`config.mk`:
```
export PLATFORM = sky130hd
export DESIGN_NAME = tga_image_stream_decoder_top
export DESIGN_NICKNAME = d
export VERILOG_FILES = /design/src/hw/rtl/tisd_pkg.sv /design/src/hw/rtl/tisd_front.sv /design/src/hw/rtl/tisd_queue.sv /design/src/hw/rtl/tisd_back.sv /design/src/hw/rtl/tga_image_stream_decoder_top.sv
export VERILOG_INCLUDE_DIRS = /design/src /design/src/hw/rtl
export SDC_FILE = /design/constraint.sdc
export NUM_CORES = 1
export LEC_CHECK = 0
export BUFFER_PORTS_ARGS = -buffer_cell sky130_fd_sc_hd__buf_4
export CAP_MARGIN = 0
export CORE_MARGIN = 2
export CORE_UTILIZATION = 60
export CTS_CLUSTER_DIAMETER = 60
export DETAILED_ROUTE_END_ITERATION = 10
export PLACE_DENSITY_LB_ADDON = 0.12
export RECOVER_POWER = 25
export SYNTH_ARGS = -nofsm -noshare
export SYNTH_HDL_FRONTEND = slang
export SYNTH_HIERARCHICAL = 1
export SYNTH_SLANG_ARGS = --single-unit
```
`constraint.sdc`:
```
create_clock -name i_clk -period 11.3 [get_ports i_clk]
set_input_delay 0 -clock i_clk [delete_from_list [all_inputs] [get_ports i_clk]]
set_output_delay 0 -clock i_clk [all_outputs]
set_load 0.1 [all_outputs]
```
`src/hw/rtl/tga_image_stream_decoder_top_macros.svh`:
```
// Assertion macros used by the decoder's command queue.
`ifndef TGA_IMAGE_STREAM_DECODER_TOP_MACROS_SVH
`define TGA_IMAGE_STREAM_DECODER_TOP_MACROS_SVH

// Flag a condition that must never hold.
`define TISD_ASSERT_NEVER(lbl, clk, rst_n, bad, msg) \
    lbl: assert property (@(posedge clk) disable iff (!rst_n) !(bad)) else $error(msg);

// Flag a consequence that must hold in the cycle after its trigger.
`define TISD_ASSERT_NEXT(lbl, clk, rst_n, ante, cons, msg) \
    lbl: assert property (@(posedge clk) disable iff (!rst_n) (ante) |=> (cons)) \
        else $error(msg);

`endif

```
`src/hw/rtl/tisd_pkg.sv`:
```
// Types and constants shared by the TGA stream decoder modules.
`timescale 1ns / 1ps

package tisd_pkg;

    localparam int PIXEL_COUNT_WIDTH = 32;

    localparam logic [1:0] KIND_PIXEL      = 2'd0;
    localparam logic [1:0] KIND_HEADER_OK  = 2'd1;
    localparam logic [1:0] KIND_BAD_SIZE   = 2'd2;
    localparam logic [1:0] KIND_BAD_DEPTH  = 2'd3;

    localparam logic [4:0] POS_TYPE      = 5'd2;
    localparam logic [4:0] POS_WIDTH_LO  = 5'd12;
    localparam logic [4:0] POS_WIDTH_HI  = 5'd13;
    localparam logic [4:0] POS_HEIGHT_LO = 5'd14;
    localparam logic [4:0] POS_HEIGHT_HI = 5'd15;
    localparam logic [4:0] POS_DEPTH     = 5'd16;
    localparam logic [4:0] POS_DESC      = 5'd17;

    localparam logic [7:0] TYPE_RLE_MAPPED = 8'd9;
    localparam logic [7:0] TYPE_RLE_TRUE   = 8'd10;
    localparam logic [7:0] DEPTH_24        = 8'd24;
    localparam logic [7:0] DEPTH_32        = 8'd32;

    localparam int QUEUE_DEPTH = 4;
    localparam int QUEUE_AW    = $clog2(QUEUE_DEPTH);

    typedef struct packed {
        logic [7:0] data_byte;
        logic       file_start;
    } t_input;

    typedef struct packed {
        logic [1:0]  kind;
        logic [7:0]  red;
        logic [7:0]  green;
        logic [7:0]  blue;
        logic [7:0]  alpha;
        logic [7:0]  repeat_count;
        logic        has_alpha;
        logic [15:0] image_width;
        logic [15:0] image_height;
        logic        last_run;
    } t_result;

    // Pixel: payload is the B,G,R,A word. Header: payload is {height, width}.
    typedef struct packed {
        logic [1:0]  kind;
        logic [31:0] payload;
        logic [7:0]  repeat_count;
        logic        has_alpha;
        logic        last_run;
    } t_cmd;

endpackage

```
`src/hw/rtl/tisd_front.sv`:
```
// Byte parser: header checks, packet tracking and pixel assembly.
`timescale 1ns / 1ps

module tisd_front (
    input  logic            i_clk,
    input  logic            i_rst_n,
    input  logic            i_valid,
    input  tisd_pkg::t_input i_data,
    output logic            o_cmd_valid,
    output tisd_pkg::t_cmd  o_cmd
);
    import tisd_pkg::*;

    typedef enum logic [1:0] {
        PH_HEADER,
        PH_PACKET,
        PH_DATA,
        PH_IDLE
    } t_phase;

    localparam int PCW = PIXEL_COUNT_WIDTH;

    t_phase           r_phase, n_phase, e_phase;
    logic [4:0]       r_pos, n_pos, e_pos;
    logic             r_rle, n_rle, e_rle;
    logic [15:0]      r_w, n_w, e_w;
    logic [15:0]      r_h, n_h, e_h;
    logic             r_four, n_four, e_four;
    logic [PCW-1:0]   r_prem, n_prem, e_prem;
    logic             r_run, n_run, e_run;
    logic [7:0]       r_ppl, n_ppl, e_ppl;
    logic [1:0]       r_bip, n_bip, e_bip;
    logic [31:0]      r_cbuf, n_cbuf, e_cbuf;
    logic [31:0]      r_product, n_product;

    logic [7:0]       b;
    logic             fs;
    logic             bad_size;
    logic [31:0]      cbuf_new;
    logic             last_byte;
    logic [7:0]       rep;
    logic [PCW-1:0]   rep_w;
    logic [PCW-1:0]   rem_left;

    assign b  = i_data.data_byte;
    assign fs = i_data.file_start;

    always_comb begin
        e_phase = fs ? PH_HEADER : r_phase;
        e_pos   = fs ? 5'd0 : r_pos;
        e_rle   = fs ? 1'b0 : r_rle;
        e_w     = fs ? 16'd0 : r_w;
        e_h     = fs ? 16'd0 : r_h;
        e_four  = fs ? 1'b0 : r_four;
        e_prem  = fs ? '0 : r_prem;
        e_run   = fs ? 1'b0 : r_run;
        e_ppl   = fs ? 8'd0 : r_ppl;
        e_bip   = fs ? 2'd0 : r_bip;
        e_cbuf  = fs ? 32'd0 : r_cbuf;
    end

    always_comb begin
        bad_size  = (r_product == 32'd0) || ((r_product >> PCW) != 32'd0);
        cbuf_new  = ((e_bip == 2'd0) ? 32'd0 : e_cbuf) | ({24'd0, b} << {e_bip, 3'b000});
        last_byte = e_four ? (e_bip == 2'd3) : (e_bip == 2'd2);
        rep = 8'd1;
        if (e_rle && e_run) begin
            rep = (e_prem < {{(PCW-8){1'b0}}, e_ppl}) ? e_prem[7:0] : e_ppl;
        end
        if (rep == 8'd0) begin
            rep = 8'd1;
        end
        rep_w    = {{(PCW-8){1'b0}}, rep};
        rem_left = (rep_w >= e_prem) ? '0 : e_prem - rep_w;
    end

    always_comb begin
        n_phase   = r_phase;
        n_pos     = r_pos;
        n_rle     = r_rle;
        n_w       = r_w;
        n_h       = r_h;
        n_four    = r_four;
        n_prem    = r_prem;
        n_run     = r_run;
        n_ppl     = r_ppl;
        n_bip     = r_bip;
        n_cbuf    = r_cbuf;
        n_product = r_product;
        o_cmd_valid = 1'b0;
        o_cmd       = '0;
        if (i_valid) begin
            n_phase = e_phase;
            n_pos   = e_pos;
            n_rle   = e_rle;
            n_w     = e_w;
            n_h     = e_h;
            n_four  = e_four;
            n_prem  = e_prem;
            n_run   = e_run;
            n_ppl   = e_ppl;
            n_bip   = e_bip;
            n_cbuf  = e_cbuf;
            case (e_phase)
                PH_HEADER: begin
                    if (e_pos < POS_WIDTH_LO) begin
                        if (e_pos == POS_TYPE) begin
                            n_rle = (b == TYPE_RLE_MAPPED) || (b == TYPE_RLE_TRUE);
                        end
                        n_pos = e_pos + 5'd1;
                    end else if (e_pos == POS_WIDTH_LO) begin
                        n_w[7:0] = b;
                        n_pos    = e_pos + 5'd1;
                    end else if (e_pos == POS_WIDTH_HI) begin
                        n_w[15:8] = b;
                        n_pos     = e_pos + 5'd1;
                    end else if (e_pos == POS_HEIGHT_LO) begin
                        n_h[7:0] = b;
                        n_pos    = e_pos + 5'd1;
                    end else if (e_pos == POS_HEIGHT_HI) begin
                        n_h[15:8] = b;
                        n_product = {16'd0, e_w} * {16'd0, b, e_h[7:0]};
                        n_pos     = e_pos + 5'd1;
                    end else if (e_pos == POS_DEPTH) begin
                        n_four            = (b == DEPTH_32);
                        o_cmd_valid       = 1'b1;
                        o_cmd.payload     = {e_h, e_w};
                        o_cmd.has_alpha   = (b == DEPTH_32);
                        if (bad_size) begin
                            o_cmd.kind = KIND_BAD_SIZE;
                        end else if ((b != DEPTH_24) && (b != DEPTH_32)) begin
                            o_cmd.kind = KIND_BAD_DEPTH;
                        end else begin
                            o_cmd.kind = KIND_HEADER_OK;
                        end
                        if (o_cmd.kind == KIND_HEADER_OK) begin
                            n_prem = r_product[PCW-1:0];
                            n_pos  = POS_DESC;
                        end else begin
                            n_phase = PH_IDLE;
                        end
                    end else begin
                        n_phase = e_rle ? PH_PACKET : PH_DATA;
                        n_run   = 1'b0;
                        n_ppl   = 8'd0;
                        n_bip   = 2'd0;
                        n_cbuf  = 32'd0;
                    end
                end
                PH_PACKET: begin
                    n_run   = b[7];
                    n_ppl   = {1'b0, b[6:0]} + 8'd1;
                    n_bip   = 2'd0;
                    n_phase = PH_DATA;
                end
                PH_DATA: begin
                    n_cbuf = cbuf_new;
                    n_bip  = e_bip + 2'd1;
                    if (last_byte) begin
                        n_bip                = 2'd0;
                        n_prem               = rem_left;
                        o_cmd_valid          = 1'b1;
                        o_cmd.kind           = KIND_PIXEL;
                        o_cmd.payload        = cbuf_new;
                        o_cmd.repeat_count   = rep;
                        o_cmd.has_alpha      = e_four;
                        o_cmd.last_run       = (rem_left == '0);
                        if (e_rle) begin
                            n_ppl = (e_run || (e_ppl <= 8'd1)) ? 8'd0 : e_ppl - 8'd1;
                            if (n_ppl == 8'd0) begin
                                n_phase = PH_PACKET;
                            end
                        end
                        if (rem_left == '0) begin
                            n_phase = PH_IDLE;
                        end
                    end
                end
                default: begin
                    n_phase = e_phase;
                end
            endcase
        end
    end

    always_ff @(posedge i_clk) begin
        if (!i_rst_n) begin
            r_phase <= PH_HEADER;
            r_pos   <= 5'd0;
            r_rle   <= 1'b0;
            r_w     <= 16'd0;
            r_h     <= 16'd0;
            r_four  <= 1'b0;
            r_prem  <= '0;
            r_run   <= 1'b0;
            r_ppl   <= 8'd0;
            r_bip   <= 2'd0;
            r_cbuf  <= 32'd0;
        end else begin
            r_phase <= n_phase;
            r_pos   <= n_pos;
            r_rle   <= n_rle;
            r_w     <= n_w;
            r_h     <= n_h;
            r_four  <= n_four;
            r_prem  <= n_prem;
            r_run   <= n_run;
            r_ppl   <= n_ppl;
            r_bip   <= n_bip;
            r_cbuf  <= n_cbuf;
        end
        r_product <= n_product;
    end

endmodule

```
`src/hw/rtl/tisd_queue.sv`:
```
// Command queue between the byte parser and the result stage.
`timescale 1ns / 1ps
`include "tga_image_stream_decoder_top_macros.svh"

module tisd_queue (
    input  logic           i_clk,
    input  logic           i_rst_n,
    input  logic           i_wr,
    input  tisd_pkg::t_cmd i_wdata,
    output logic           o_full,
    input  logic           i_rd,
    output tisd_pkg::t_cmd o_rdata,
    output logic           o_empty
);
    import tisd_pkg::*;

    t_cmd                r_mem [QUEUE_DEPTH];
    logic [QUEUE_AW-1:0] r_wr_ptr;
    logic [QUEUE_AW-1:0] r_rd_ptr;
    logic [QUEUE_AW:0]   r_count;

    assign o_full  = (r_count == (QUEUE_AW+1)'(QUEUE_DEPTH));
    assign o_empty = (r_count == '0);
    assign o_rdata = r_mem[r_rd_ptr];

    always_ff @(posedge i_clk) begin
        if (i_wr) begin
            r_mem[r_wr_ptr] <= i_wdata;
        end
    end

    always_ff @(posedge i_clk) begin
        if (!i_rst_n) begin
            r_wr_ptr <= '0;
            r_rd_ptr <= '0;
            r_count  <= '0;
        end else begin
            if (i_wr) begin
                r_wr_ptr <= r_wr_ptr + 1'b1;
            end
            if (i_rd) begin
                r_rd_ptr <= r_rd_ptr + 1'b1;
            end
            case ({i_wr, i_rd})
                2'b10:   r_count <= r_count + 1'b1;
                2'b01:   r_count <= r_count - 1'b1;
                default: r_count <= r_count;
            endcase
        end
    end

    `TISD_ASSERT_NEVER(a_no_read_empty, i_clk, i_rst_n, i_rd && o_empty, "read from empty queue")
    `TISD_ASSERT_NEVER(a_no_write_full, i_clk, i_rst_n, i_wr && o_full && !i_rd, "write to full queue")
    `TISD_ASSERT_NEXT(a_count_up, i_clk, i_rst_n, i_wr && !i_rd, r_count == $past(r_count) + 1'b1, "count did not rise")
    `TISD_ASSERT_NEXT(a_count_down, i_clk, i_rst_n, i_rd && !i_wr, r_count == $past(r_count) - 1'b1, "count did not fall")

endmodule

```
`src/hw/rtl/tisd_back.sv`:
```
// Result stage: format commands into result items and hold the output register.
`timescale 1ns / 1ps

module tisd_back (
    input  logic              i_clk,
    input  logic              i_rst_n,
    input  logic              i_cmd_valid,
    input  tisd_pkg::t_cmd    i_cmd,
    output logic              o_cmd_rd,
    output tisd_pkg::t_result o_result,
    output logic              o_empty,
    input  logic              i_pop
);
    import tisd_pkg::*;

    logic    r_valid;
    t_result r_result;
    t_result n_result;

    assign o_cmd_rd = i_cmd_valid && (!r_valid || i_pop);
    assign o_empty  = !r_valid;
    assign o_result = r_result;

    always_comb begin
        n_result           = '0;
        n_result.kind      = i_cmd.kind;
        n_result.has_alpha = i_cmd.has_alpha;
        if (i_cmd.kind == KIND_PIXEL) begin
            n_result.red          = i_cmd.payload[23:16];
            n_result.green        = i_cmd.payload[15:8];
            n_result.blue         = i_cmd.payload[7:0];
            n_result.alpha        = i_cmd.has_alpha ? i_cmd.payload[31:24] : 8'd0;
            n_result.repeat_count = i_cmd.repeat_count;
            n_result.last_run     = i_cmd.last_run;
        end else begin
            n_result.image_width  = i_cmd.payload[15:0];
            n_result.image_height = i_cmd.payload[31:16];
        end
    end

    always_ff @(posedge i_clk) begin
        if (!i_rst_n) begin
            r_valid <= 1'b0;
        end else if (o_cmd_rd) begin
            r_valid <= 1'b1;
        end else if (i_pop) begin
            r_valid <= 1'b0;
        end
        if (o_cmd_rd) begin
            r_result <= n_result;
        end
    end

endmodule

```
`src/hw/rtl/tga_image_stream_decoder_top.sv`:
```
// Top level of the TGA true-colour stream decoder.
// Takes one file byte per cycle while full is low; the parser has a fixed amount of
// work per byte, so a byte may be pushed on every cycle. Each header (on its depth byte)
// and each completed pixel or run gives one result, which passes through a 4-entry
// command queue and a one-entry output register before it can be popped. full rises
// only when the queue holds four results and the output register is held.
`timescale 1ns / 1ps

module tga_image_stream_decoder_top (
    input  logic              i_clk,
    input  logic              i_rst_n,
    input  logic              push,
    output logic              full,
    input  tisd_pkg::t_input  i_data,
    output logic              empty,
    input  logic              pop,
    output tisd_pkg::t_result o_result
);
    import tisd_pkg::*;

    logic accept;
    logic cmd_valid;
    t_cmd cmd;
    logic q_empty;
    logic q_rd;
    t_cmd q_data;

    assign accept = push && !full;

    tisd_front u_front (
        .i_clk       (i_clk),
        .i_rst_n     (i_rst_n),
        .i_valid     (accept),
        .i_data      (i_data),
        .o_cmd_valid (cmd_valid),
        .o_cmd       (cmd)
    );

    tisd_queue u_queue (
        .i_clk   (i_clk),
        .i_rst_n (i_rst_n),
        .i_wr    (cmd_valid),
        .i_wdata (cmd),
        .o_full  (full),
        .i_rd    (q_rd),
        .o_rdata (q_data),
        .o_empty (q_empty)
    );

    tisd_back u_back (
        .i_clk       (i_clk),
        .i_rst_n     (i_rst_n),
        .i_cmd_valid (!q_empty),
        .i_cmd       (q_data),
        .o_cmd_rd    (q_rd),
        .o_result    (o_result),
        .o_empty     (empty),
        .i_pop       (pop)
    );

endmodule
```
# Word level (Yosys, flattened, before mapping)
# Memories as Yosys holds them, arrays and structs flattened. A register that Yosys moved wholly into a read port is not among the register bits.
# Cells that the tools add are included.
# word_totals
regBits,232
output_inout_bits,78
memories,1
ramBits,176
wordCells,233
input_bits,13
# memory_table
memory,words,word_bits,read_ports,rd_ports_with_merged_regs,write_ports,line,rtl
u_queue.r_mem,4,44,1,1,1,tisd_queue.sv:17,t_cmd r_mem [QUEUE_DEPTH];
# classes
muxes,145
n_eq_ne,19
addsub,9
n_reduce_logical,22
n_lt_le_gt_ge,4
multipliers,1
n_shift,1
bitwise,5
# ops
op,n
2-to-1 mux 32 bit,18
2-to-1 mux 34 bit,6
2-to-1 mux 8 bit,20
2-to-1 mux 16 bit,8
case mux 32 bit (2 select lines),2
case mux 34 bit (2 select lines),1
2-to-1 mux 2 bit,33
zero test 32 bit,2
2-to-1 mux 5 bit,9
2-to-1 mux 44 bit,1
2-to-1 mux 42 bit,1
2-to-1 mux 1 bit,39
>= comparator 8 x 32 -> 1 bit,1
less-than comparator 32 x 8 -> 1 bit,1
multiplier 16 x 16 -> 32 bit,1
OR 32 bit,1
<< shifter 8 x 5 -> 32 bit,1
subtractor 32 x 8 -> 32 bit,1
case mux 8 bit (3 select lines),1
equality test 5 x 4 -> 1 bit (second input constant),4
equality test 8 x 4 -> 1 bit (second input constant),2
zero test 8 bit,2
case mux 2 bit (3 select lines),2
adder 7 x 1 -> 8 bit (second input constant),1
other kinds (26),48

# Logic depth before layout (Yosys ltp)
# Gate-level depths: netlist of the first run.
# logic_depth
depth_word,21
mapped_depth,30
depth_no_buf,24

# By module
# Netlist of the first run, hierarchy kept.
# modules_own_cells
module,seq_area_each_um2,area_each_um2,n_inst,cells_each
tisd_front,3283.1,17922.2,1,2204
tisd_queue,5465.2,6857.8,1,276
tisd_back,2302.2,2837.7,1,162
tga_image_stream_decoder_top,0.0,17.5,1,2

# Worst setup path before layout of the first run
# No wires, ideal clock.
# synth_path
kind,input to register
startpoint,in i_data[0] in the netlist's numbering
endpoint,"reg u_front.r_product[23], data pin"
arrival_ns,7.031
path_stages,29
n_path_buf,6
setup_time_ns,0.162
required_time_ns,11.138
path_slack_ns,4.107
cell_sequence,buf_2 > buf_1 > clkbuf_1 > clkbuf_1 > clkbuf_1 > nor2b_1 > clkbuf_1 > nand2_1 > fa_1 > inv_1 > fa_1 > inv_1 > fa_1 > fa_1 > inv_1 > fa_1 > inv_1 > fa_1 > inv_1 > ha_1 > nand2_1 > nor2_1 > nand3_1 > a21boi_0 > a21o_1 > a21oi_1 > o21ba_2 > or4b_2 > o2111ai_1
# synth_via
elab_chain_cells,2
word_cells_on_any_way,3
cone_classes,mul (1); mux (2)
# synth_rtl
item,line,rtl
"start, declared",tga_image_stream_decoder_top.sv:14,"input tisd_pkg::t_input i_data,"
2-to-1 mux 16 bit (on tied branches),"tisd_front.sv:52, tisd_front.sv:53",
multiplier 16 x 16 -> 32 bit *,tisd_front.sv:122,"n_product = {16'd0, e_w} * {16'd0, b, e_h[7:0]};"
"end signal, assigned",tisd_front.sv:212,r_product <= n_product;
"end, declared",tisd_front.sv:34,"logic [31:0] r_product, n_product;"
# Every way passes the cells marked *; elsewhere a longest branch is shown, timed or not.
# A chain may end at the register's enable or synchronous reset.

# Worst setup path after layout of the first run
# layout_path
startpoint,reg u_front.r_w[8]
endpoint,"reg u_front.r_product[23], data pin"
# layout_via
elab_chain_cells,2
# layout_rtl
item,line,rtl
"start, declared",tisd_front.sv:26,"logic [15:0] r_w, n_w, e_w;"
"start signal, assigned",tisd_front.sv:203,r_w <= n_w;
2-to-1 mux 16 bit,tisd_front.sv:52,e_w = fs ? 16'd0 : r_w;
multiplier 16 x 16 -> 32 bit,tisd_front.sv:122,
# Every way passes these cells.

==> run summary, run 1 <==
• Worst Setup End Kind: flip-flop
• setup fix buffers added after clock tree synthesis: 0
• post-detail-place hpwl: 48900 um
• Setup Total Neg Slack: 0 ps
• cell depth of the worst flop-to-flop path: 23
• Row Count: 78
• number of distinct library cells after synthesis: 98
• DRT antenna net count: 0
• worst min-delay path class: in -> reg
• post-detailed-route DRC marker count: 0
• CP cell instances: nor2b_2 -> nand2_1 -> fa_1 -> inv_1 -> fa_1 -> inv_1 -> fa_1 -> fa_1 -> inv_1 -> fa_1 -> inv_1 -> fa_1 -> inv_1 -> ha_1 -> nand2_1 -> nor2_1 -> nand3_1 -> a21boi_0 -> a21o_1 -> a21oi_1 -> o21ba_2 -> or4b_2 -> o2111ai_1
• critical register-to-register path endpoint: u_front/r_product[23]
• final number of hold-violating endpoints: 0
• clock-pin slew of the registers on the worst-case setup and hold paths: 60 ps
• max capacitance violation total: 4
• flip-flop cell with the highest count after synthesis: sky130_fd_sc_hd__edfxtp_1
• area of the core region: 45400 um2
• worst path buffer plus inverter count: 5
• GRT Residual Overflow: 0
• number of DRC markers after the initial detailed-route iteration: 1922
• number of optimization iterations in the first detailed-route pass: 5
• final critical-path share of the clock period: 0.636
• count of flip-flops with a built-in enable after synthesis: 284
• number of nets at the end of the flow: 3020
• number of antenna violations at the first check in global routing: 0
• failing checks: max-capacitance violations, max-slew violations
• Total Routed Length: 70400 um
• maximum net fanout on the critical path: 17
• placed cell areas: 28700 um2
• compound-cell area share of the yosys netlist: 0.117
• Starting Density: 0.609
• fraction of final layout cells with drive strength greater than 1: 0.0723
• CTS Buffer Depth: 3
• largest net degree at the start of global routing: 71
• Root Driver: sky130_fd_sc_hd__clkbuf_16
• TritonCTS Buffers: 46
• slew margin rel.: -1.46
• unrepaired setup endpoints after global routing: false
• dominant delay contributor by cell family on the critical path: adder cells
• floorplan die area: 47800 um2
• type of element launching the critical path: flip-flop
• arithmetic-cell share of the synthesized area counting full adders, half adders and majority gates: 0.204
• count of inserted antenna diode cells: 0
• port bufs: 90
• post-CTS sizing: 0
• most common cell after layout, fill and taps aside: sky130_fd_sc_hd__nand2_1
• peak supply drop: 0.000315 V
• number of placed I/O pins: 91
• shortest period the worst path allows: 7190 ps
• source of the worst register-to-register timing path: u_front/r_w[8]
• post-synthesis instance area: 27600 um2
• areal power density over the cells: 180 nW/um2
• Finish-stage setup viols: 0
• DR WL/cell: 21.3 um
• post-synthesis share of cell area spent on and, or, nand and nor gates: 0.164
• average footprint of a synthesized cell: 10.5 um2
• flop2flop setup slack: 4110 ps
• proportion of netlist area held by the largest area contributor: 0.309
• asr flop ratio synth: 0
• cell repeated most along the worst path: sky130_fd_sc_hd__fa_1
• CP Capture Point: u_front/r_product[23]
• multiplexer share of the synthesized area: 0.0405
• area of all placed cells without fillers: 30000 um2
• top library cells by usage in the layout, fill and taps aside: sky130_fd_sc_hd__nand2_1 (286), sky130_fd_sc_hd__edfxtp_1 (284), sky130_fd_sc_hd__inv_1 (258), sky130_fd_sc_hd__nor2_1 (207), sky130_fd_sc_hd__fa_1 (196)
• Syn Nets: 2989
• outcome: finished, violations left
• CTS tree: done
• Die X-Extent: 219 um
• highest-delay cell along the critical path: sky130_fd_sc_hd__nor2b_2
• share of the synthesized netlist area taken by xor and xnor gates: 0.0152
• wire length of the first global-routing pass: 113000 um
• setup clock skew after layout: 32.1 ps
• via count of the first global-routing pass: 20700
• top cell type by total area after synthesis: sky130_fd_sc_hd__edfxtp_1
• layout-stage area growth over the synthesis result: 8.56%
• via density per instance: 6.15
• global router's overall resource usage: 0.302
• transition at the pin with the smallest max-transition slack: 3690 ps
• crit path from: u_front/r_w[8]
• slowest cell delay on critical path: 730 ps
• Worst Path Required: 11710 ps
• endpoint arrival time on the critical path: 7590 ps
• timing-limited maximum frequency: 0.139 GHz
• start-to-end type of the worst setup path: reg -> reg
• flip-flop and latch count after synthesis: 410
• minimum hold slack: 317 ps
• routed vias: 20400
• leading cell types by total area after synthesis: sky130_fd_sc_hd__edfxtp_1 (31%), sky130_fd_sc_hd__fa_1 (14%), sky130_fd_sc_hd__dfxtp_1 (9.1%), sky130_fd_sc_hd__ha_1 (6.2%), sky130_fd_sc_hd__nand2_1 (3.9%)
• combinational family with the most area after synthesis: adder cells
• sink count of the clock tree: 410
• clock latency of the later-clocked register in the worst-skew pair: 590 ps
• Yosys warning total: 6
• Gate Count Post-Synth: 2644
• sequential cell area fraction in the yosys report: 0.400
• H-tree Lvls: 2
• number of gates on the worst path with buffers counted: 23
• leakage power figure: 11.9 nW
• GP Congestion: 0.931
• pins over their slew limit: 188
• die extent in y: 219 um
## synth_stat cells, types with 25 or more instances
master                     instances
sky130_fd_sc_hd__nand2_1         286
sky130_fd_sc_hd__edfxtp_1        284
sky130_fd_sc_hd__inv_1           258
sky130_fd_sc_hd__nor2_1          208
sky130_fd_sc_hd__fa_1            196
sky130_fd_sc_hd__and2_1          165
sky130_fd_sc_hd__ha_1            136
sky130_fd_sc_hd__dfxtp_1         126
sky130_fd_sc_hd__clkbuf_1        114
sky130_fd_sc_hd__a22oi_1         102
sky130_fd_sc_hd__a21oi_1          96
sky130_fd_sc_hd__o21ai_0          77
sky130_fd_sc_hd__nor2b_1          69
sky130_fd_sc_hd__mux4_2           40
sky130_fd_sc_hd__nor3_1           32
sky130_fd_sc_hd__a22o_1           29
sky130_fd_sc_hd__xnor2_1          27
sky130_fd_sc_hd__and3_1           25
sky130_fd_sc_hd__nand3_1          25
## worst min path at each step
stage                               to  startpoint  slack [ps]  cells after the start
finish              u_front/r_prem[25]   i_data[0]         320                      5
global route        u_front/r_prem[25]   i_data[0]         360                      5
CTS                 u_front/r_prem[25]   i_data[0]         270                      5
detailed placement      u_back/r_valid         pop         360                      3
global placement        u_back/r_valid         pop         350                      3
floorplan               u_back/r_valid     i_rst_n         120                      1
## state kept, by name, indices dropped and copies added, names as in the netlist, named ones only
| register | flops |
|---|---|
| u_queue/r_mem | 176 |
| u_back/o_result | 76 |
| u_front/r_cbuf | 32 |
| u_front/r_prem | 32 |
| u_front/r_product | 32 |
| u_front/r_h | 16 |
| u_front/r_w | 16 |
| u_front/r_ppl | 8 |
| u_front/r_pos | 5 |
| u_queue/r_count | 3 |
| u_front/r_bip | 2 |
| u_front/r_phase | 2 |
| u_queue/r_rd_ptr | 2 |
| u_queue/r_wr_ptr | 2 |
| u_back/r_valid | 1 |
| u_front/r_four | 1 |
| u_front/r_rle | 1 |
| u_front/r_run | 1 |
## worst reg2reg max path: stages, from the launching register on
cell and delay (ps):
sky130_fd_sc_hd__dfxtp_1 330, sky130_fd_sc_hd__nor2b_2 730, sky130_fd_sc_hd__nand2_1 190, sky130_fd_sc_hd__fa_1 520, sky130_fd_sc_hd__inv_1 50, sky130_fd_sc_hd__fa_1 540, sky130_fd_sc_hd__inv_1 60, sky130_fd_sc_hd__fa_1 490
sky130_fd_sc_hd__fa_1 560, sky130_fd_sc_hd__inv_1 50, sky130_fd_sc_hd__fa_1 470, sky130_fd_sc_hd__inv_1 50, sky130_fd_sc_hd__fa_1 470, sky130_fd_sc_hd__inv_1 40, sky130_fd_sc_hd__ha_1 350, sky130_fd_sc_hd__nand2_1 90
sky130_fd_sc_hd__nor2_1 160, sky130_fd_sc_hd__nand3_1 110, sky130_fd_sc_hd__a21boi_0 510, sky130_fd_sc_hd__a21o_1 220, sky130_fd_sc_hd__a21oi_1 70, sky130_fd_sc_hd__o21ba_2 230, sky130_fd_sc_hd__or4b_2 610, sky130_fd_sc_hd__o2111ai_1 130
## cells by family (layout without fill, tap and decap cells)
logic type	Yosys count	in the layout
xor+xnor	48	48
buf+inv	415	482
compound gates	469	469
mux	55	55
flops	410	410
simple gates	915	915
fa+ha+maj	332	332
## metrics by stage
stage                util  std cells  power, mW  setup WS [ps]
floorplan               -       2644       3.66           4110
global placement    0.632       3215       4.02           4080
detailed placement  0.632       3215       4.04           3690
CTS                 0.668       3311       5.53           3720
global route        0.661       3311       5.59           3810
finish              0.661       3311       5.40           4110
## area by class of cell
cell class / instances / area [um2]
fillers: 3603 / 15400
multi-input cells: 1819 / 14900
flip-flops and latches: 410 / 11100
clock buffers: 58 / 1260
inverters: 259 / 972
repair buffers: 139 / 769
well taps: 600 / 751
clock inverters: 26 / 277
## where the power goes
part           internal (mW)  switching (mW)
Clock                  0.851           0.634
Combinational          0.338            1.64
Sequential              1.87          0.0653
Total                   3.06            2.34
## layer usage
metal	share of wire	wire length, um	global-route usage	vias to the layer above
met1	0.41	29000	0.406	10100
met4	0.033	2340	0.107	0
met5	0	0	0	-
met2	0.48	33700	0.497	867
met3	0.077	5430	0.0508	147
li1	-	-	-	9235
## what timing repair did
| item | CTS | global route |
|---|---|---|
| endpoints found under the hold margin | 49 | 0 |
| hold buffers | 12 | 0 |
| setup endpoints to repair | 0 | 0 |
Note: power is estimated with default switching activity, not from simulation.
==> run 2, diff against run 1 <==
- ABC_AREA: default -> 1
- clock period: 11.3 -> 7 ns (I/O delays scaled with it)
==> run summary, run 2 <==
• flip-flop and latch count after synthesis: 410
• leakage power figure: 13.8 nW
• dominant delay contributor by cell family on the critical path: adder cells
• average footprint of a synthesized cell: 8.35 um2
• global router's overall resource usage: 0.339
• setup clock skew after layout: 33.5 ps
• flip-flop count of the largest register after layout: 176
• cell repeated most along the worst path: sky130_fd_sc_hd__nand2_1
• Total Routed Length: 85000 um
• port bufs: 90
• unrepaired setup endpoints after global routing: false
• met1 track demand over resource in global routing: 0.447
• count of flip-flops with a built-in enable after synthesis: 284
• timing-limited maximum frequency: 0.155 GHz
• final critical-path share of the clock period: 0.923
• flop2flop setup slack: 560 ps
• GRT Residual Overflow: 0
• peak supply drop: 0.000234 V
• via density per instance: 5.92
• die extent in y: 224 um
• number of antenna violations at the first check in global routing: 0
• combined flip-flop and latch cell area: 11100 um2
• final number of hold-violating endpoints: 0
• Post-Route Utilization: 0.657
• transition at the pin with the smallest max-transition slack: 3960 ps
• shortest period the worst path allows: 6460 ps
• crit path from: i_data[0]
• critical register-to-register path endpoint: u_front/r_product[28]
• maximum net fanout on the critical path: 16
• post-detail-place hpwl: 61500 um
• power consumption: 10.2 mW
• asr flop ratio synth: 0
• Worst Setup End Kind: flip-flop
• sequential cell area fraction in the yosys report: 0.381
• TritonCTS Buffers: 45
• Worst Path Required: 7330 ps
• endpoint arrival time on the critical path: 6790 ps
• number of distinct library cells after synthesis: 56
• largest net degree at the start of global routing: 98
• top post-synthesis cells by count: sky130_fd_sc_hd__nand2_1 (639), sky130_fd_sc_hd__inv_1 (519), sky130_fd_sc_hd__nor2_1 (460)
• number of nets at the end of the flow: 3854
• areal power density over the cells: 324 nW/um2
• routed vias: 24600
• source of the worst register-to-register timing path: u_front/r_w[9]
• clock latency of the later-clocked register in the worst-skew pair: 590 ps
• CTS tree: done
• CP Capture Point: u_front/r_product[28]
• GRT Max-Usage Layer: met2
• proportion of netlist area held by the largest area contributor: 0.294
• DRT antenna net count: 0
• max capacitance violation total: 3
• Starting Density: 0.608
• most common cell after layout, fill and taps aside: sky130_fd_sc_hd__nand2_1
• number of DRC markers after the initial detailed-route iteration: 2492
• Gate Count Post-Synth: 3478
• wire length of the first global-routing pass: 132000 um
• flip-flop cell with the highest count after synthesis: sky130_fd_sc_hd__edfxtp_1
• Yosys warning total: 6
• slew margin rel.: -1.64
• met2 demand-to-capacity share in global routing: 0.550
• H-tree Lvls: 2
• Die X-Extent: 224 um
• area of the multi-input gates: 15200 um2
• worst min-delay path class: in -> reg
• top library cells by usage in the layout, fill and taps aside: sky130_fd_sc_hd__nand2_1 (639), sky130_fd_sc_hd__inv_1 (517), sky130_fd_sc_hd__nor2_1 (460), sky130_fd_sc_hd__edfxtp_1 (284), sky130_fd_sc_hd__a21oi_1 (233)
• number of optimization iterations in the first detailed-route pass: 6
• CTS Buffer Depth: 3
• clock-pin slew of the registers on the worst-case setup and hold paths: 60 ps
• Row Count: 80
• count of inserted antenna diode cells: 0
• leading cell types by total area after synthesis: sky130_fd_sc_hd__edfxtp_1 (29%), sky130_fd_sc_hd__fa_1 (14%), sky130_fd_sc_hd__dfxtp_1 (8.7%), sky130_fd_sc_hd__nand2_1 (8.3%), sky130_fd_sc_hd__inv_1 (6.7%)
• GP Congestion: 1.02
• fraction of final layout cells with drive strength greater than 1: 0.0527
• worst path buffer plus inverter count: 8
• fraction of power consumed by combinational cells: 0.442
• via count of the first global-routing pass: 23800
• Setup Total Neg Slack: 0 ps
• pins over their slew limit: 166
• cell with the most instances after synthesis: sky130_fd_sc_hd__nand2_1
• sink count of the clock tree: 410
• cell depth of the worst flop-to-flop path: 26
• Finish-stage setup viols: 0
• share of total power consumed by net switching: 0.470
• area of the core region: 47700 um2
• P_sw: 4.78 mW
• post-synthesis instance area: 29000 um2
• highest-delay cell along the critical path: sky130_fd_sc_hd__clkinvlp_2
• slowest cell delay on critical path: 560 ps
• top cell type by total area after synthesis: sky130_fd_sc_hd__edfxtp_1
• start-to-end type of the worst setup path: in -> reg
• layout-stage area growth over the synthesis result: 8.13%
• Syn Nets: 3823
• number of gates on the worst path with buffers counted: 28
• type of element launching the critical path: input port
• number of placed I/O pins: 91
• met3 GRT Util: 0.0658
• Fill cells: 4078
• floorplan die area: 50200 um2
• post-detailed-route DRC marker count: 0
• DR WL/cell: 20.4 um
• outcome: finished, violations left
• Root Driver: sky130_fd_sc_hd__clkbuf_16
• power share of the sequential group: 0.319
• failing checks: max-capacitance violations, max-slew violations
• internal power of the cells: 5.39 mW
• fraction of power consumed by the clock network: 0.239
• most flop-heavy register: u_queue/r_mem
==> run 2: what timing repair did <==
item,4_1_cts,5_1_grt
hold buffers,10,0
gates resized for setup,0,0
setup endpoints to repair,0,0
buffers inserted,0,0
endpoints found under the hold margin,19,0
==> run 2: worst min-delay path, cell delays in order <==
cell and delay, ps:
sky130_fd_sc_hd__buf_4 120, sky130_fd_sc_hd__clkinv_1 90, sky130_fd_sc_hd__ha_1 150, sky130_fd_sc_hd__a211oi_1 70, sky130_fd_sc_hd__a21oi_1 160
==> run 2: metal layers <==
layer | routed length (um) | vias to the layer above
met5 | 0 | -
met4 | 3790 | 0
met3 | 7380 | 246
met2 | 39600 | 1185
met1 | 34200 | 11800
li1 | - | 11400
==> run 2: worst min-delay path by stage <==
stage	startpoint	endpoint	slack, ps	cells past startpoint
3_5_place_dp	pop	u_back/r_valid	320	4
6_report	i_data[2]	u_front/r_ppl[1]	30	5
3_3_place_gp	pop	u_back/r_valid	290	4
4_1_cts	i_data[2]	u_front/r_ppl[1]	5	5
5_1_grt	i_data[2]	u_front/r_ppl[1]	80	5
2_1_floorplan	i_rst_n	u_back/r_valid	110	2
==> run 2: cells by family (layout without fill, tap and decap cells) <==
family          count (synthesis)  in the layout  synth area share
flops                         410            410             0.381
buf+inv                       705            773            0.0964
compound gates                663            663             0.131
xor+xnor                       34             34            0.0103
fa+ha+maj                     332            332             0.194
simple gates                 1334           1334             0.188
==> run 2: layout make-up <==
cell class / count / share of cell area
repair buffers: 144 / 0.0257
inverters: 545 / 0.0654
well taps: 615 / 0.0245
multi-input cells: 2363 / 0.484
clock inverters: 19 / 0.00885
flip-flops and latches: 410 / 0.352
clock buffers: 65 / 0.0399
==> run 2: power by group through the flow <==
stage               clock network (mW)  logic (mW)  registers, mW
floorplan                            0        1.99           4.95
finish                            2.43        4.49           3.24
detailed placement                   0        4.64           3.27
global route                      2.56        4.81           3.28
global placement                     0        4.57           3.26
CTS                               2.46        4.67           3.22
==> run 2: stage by stage <==
stage	cells	hold WS, ps	worst slack, ps	cell area [um2]
2_1_floorplan	3478	109	719	29000
3_3_place_gp	4067	292	574	30100
3_5_place_dp	4067	317	563	30100
4_1_cts	4161	4.83	657	31700
5_1_grt	4161	75.7	186	31400
6_report	4161	34.5	542	31400
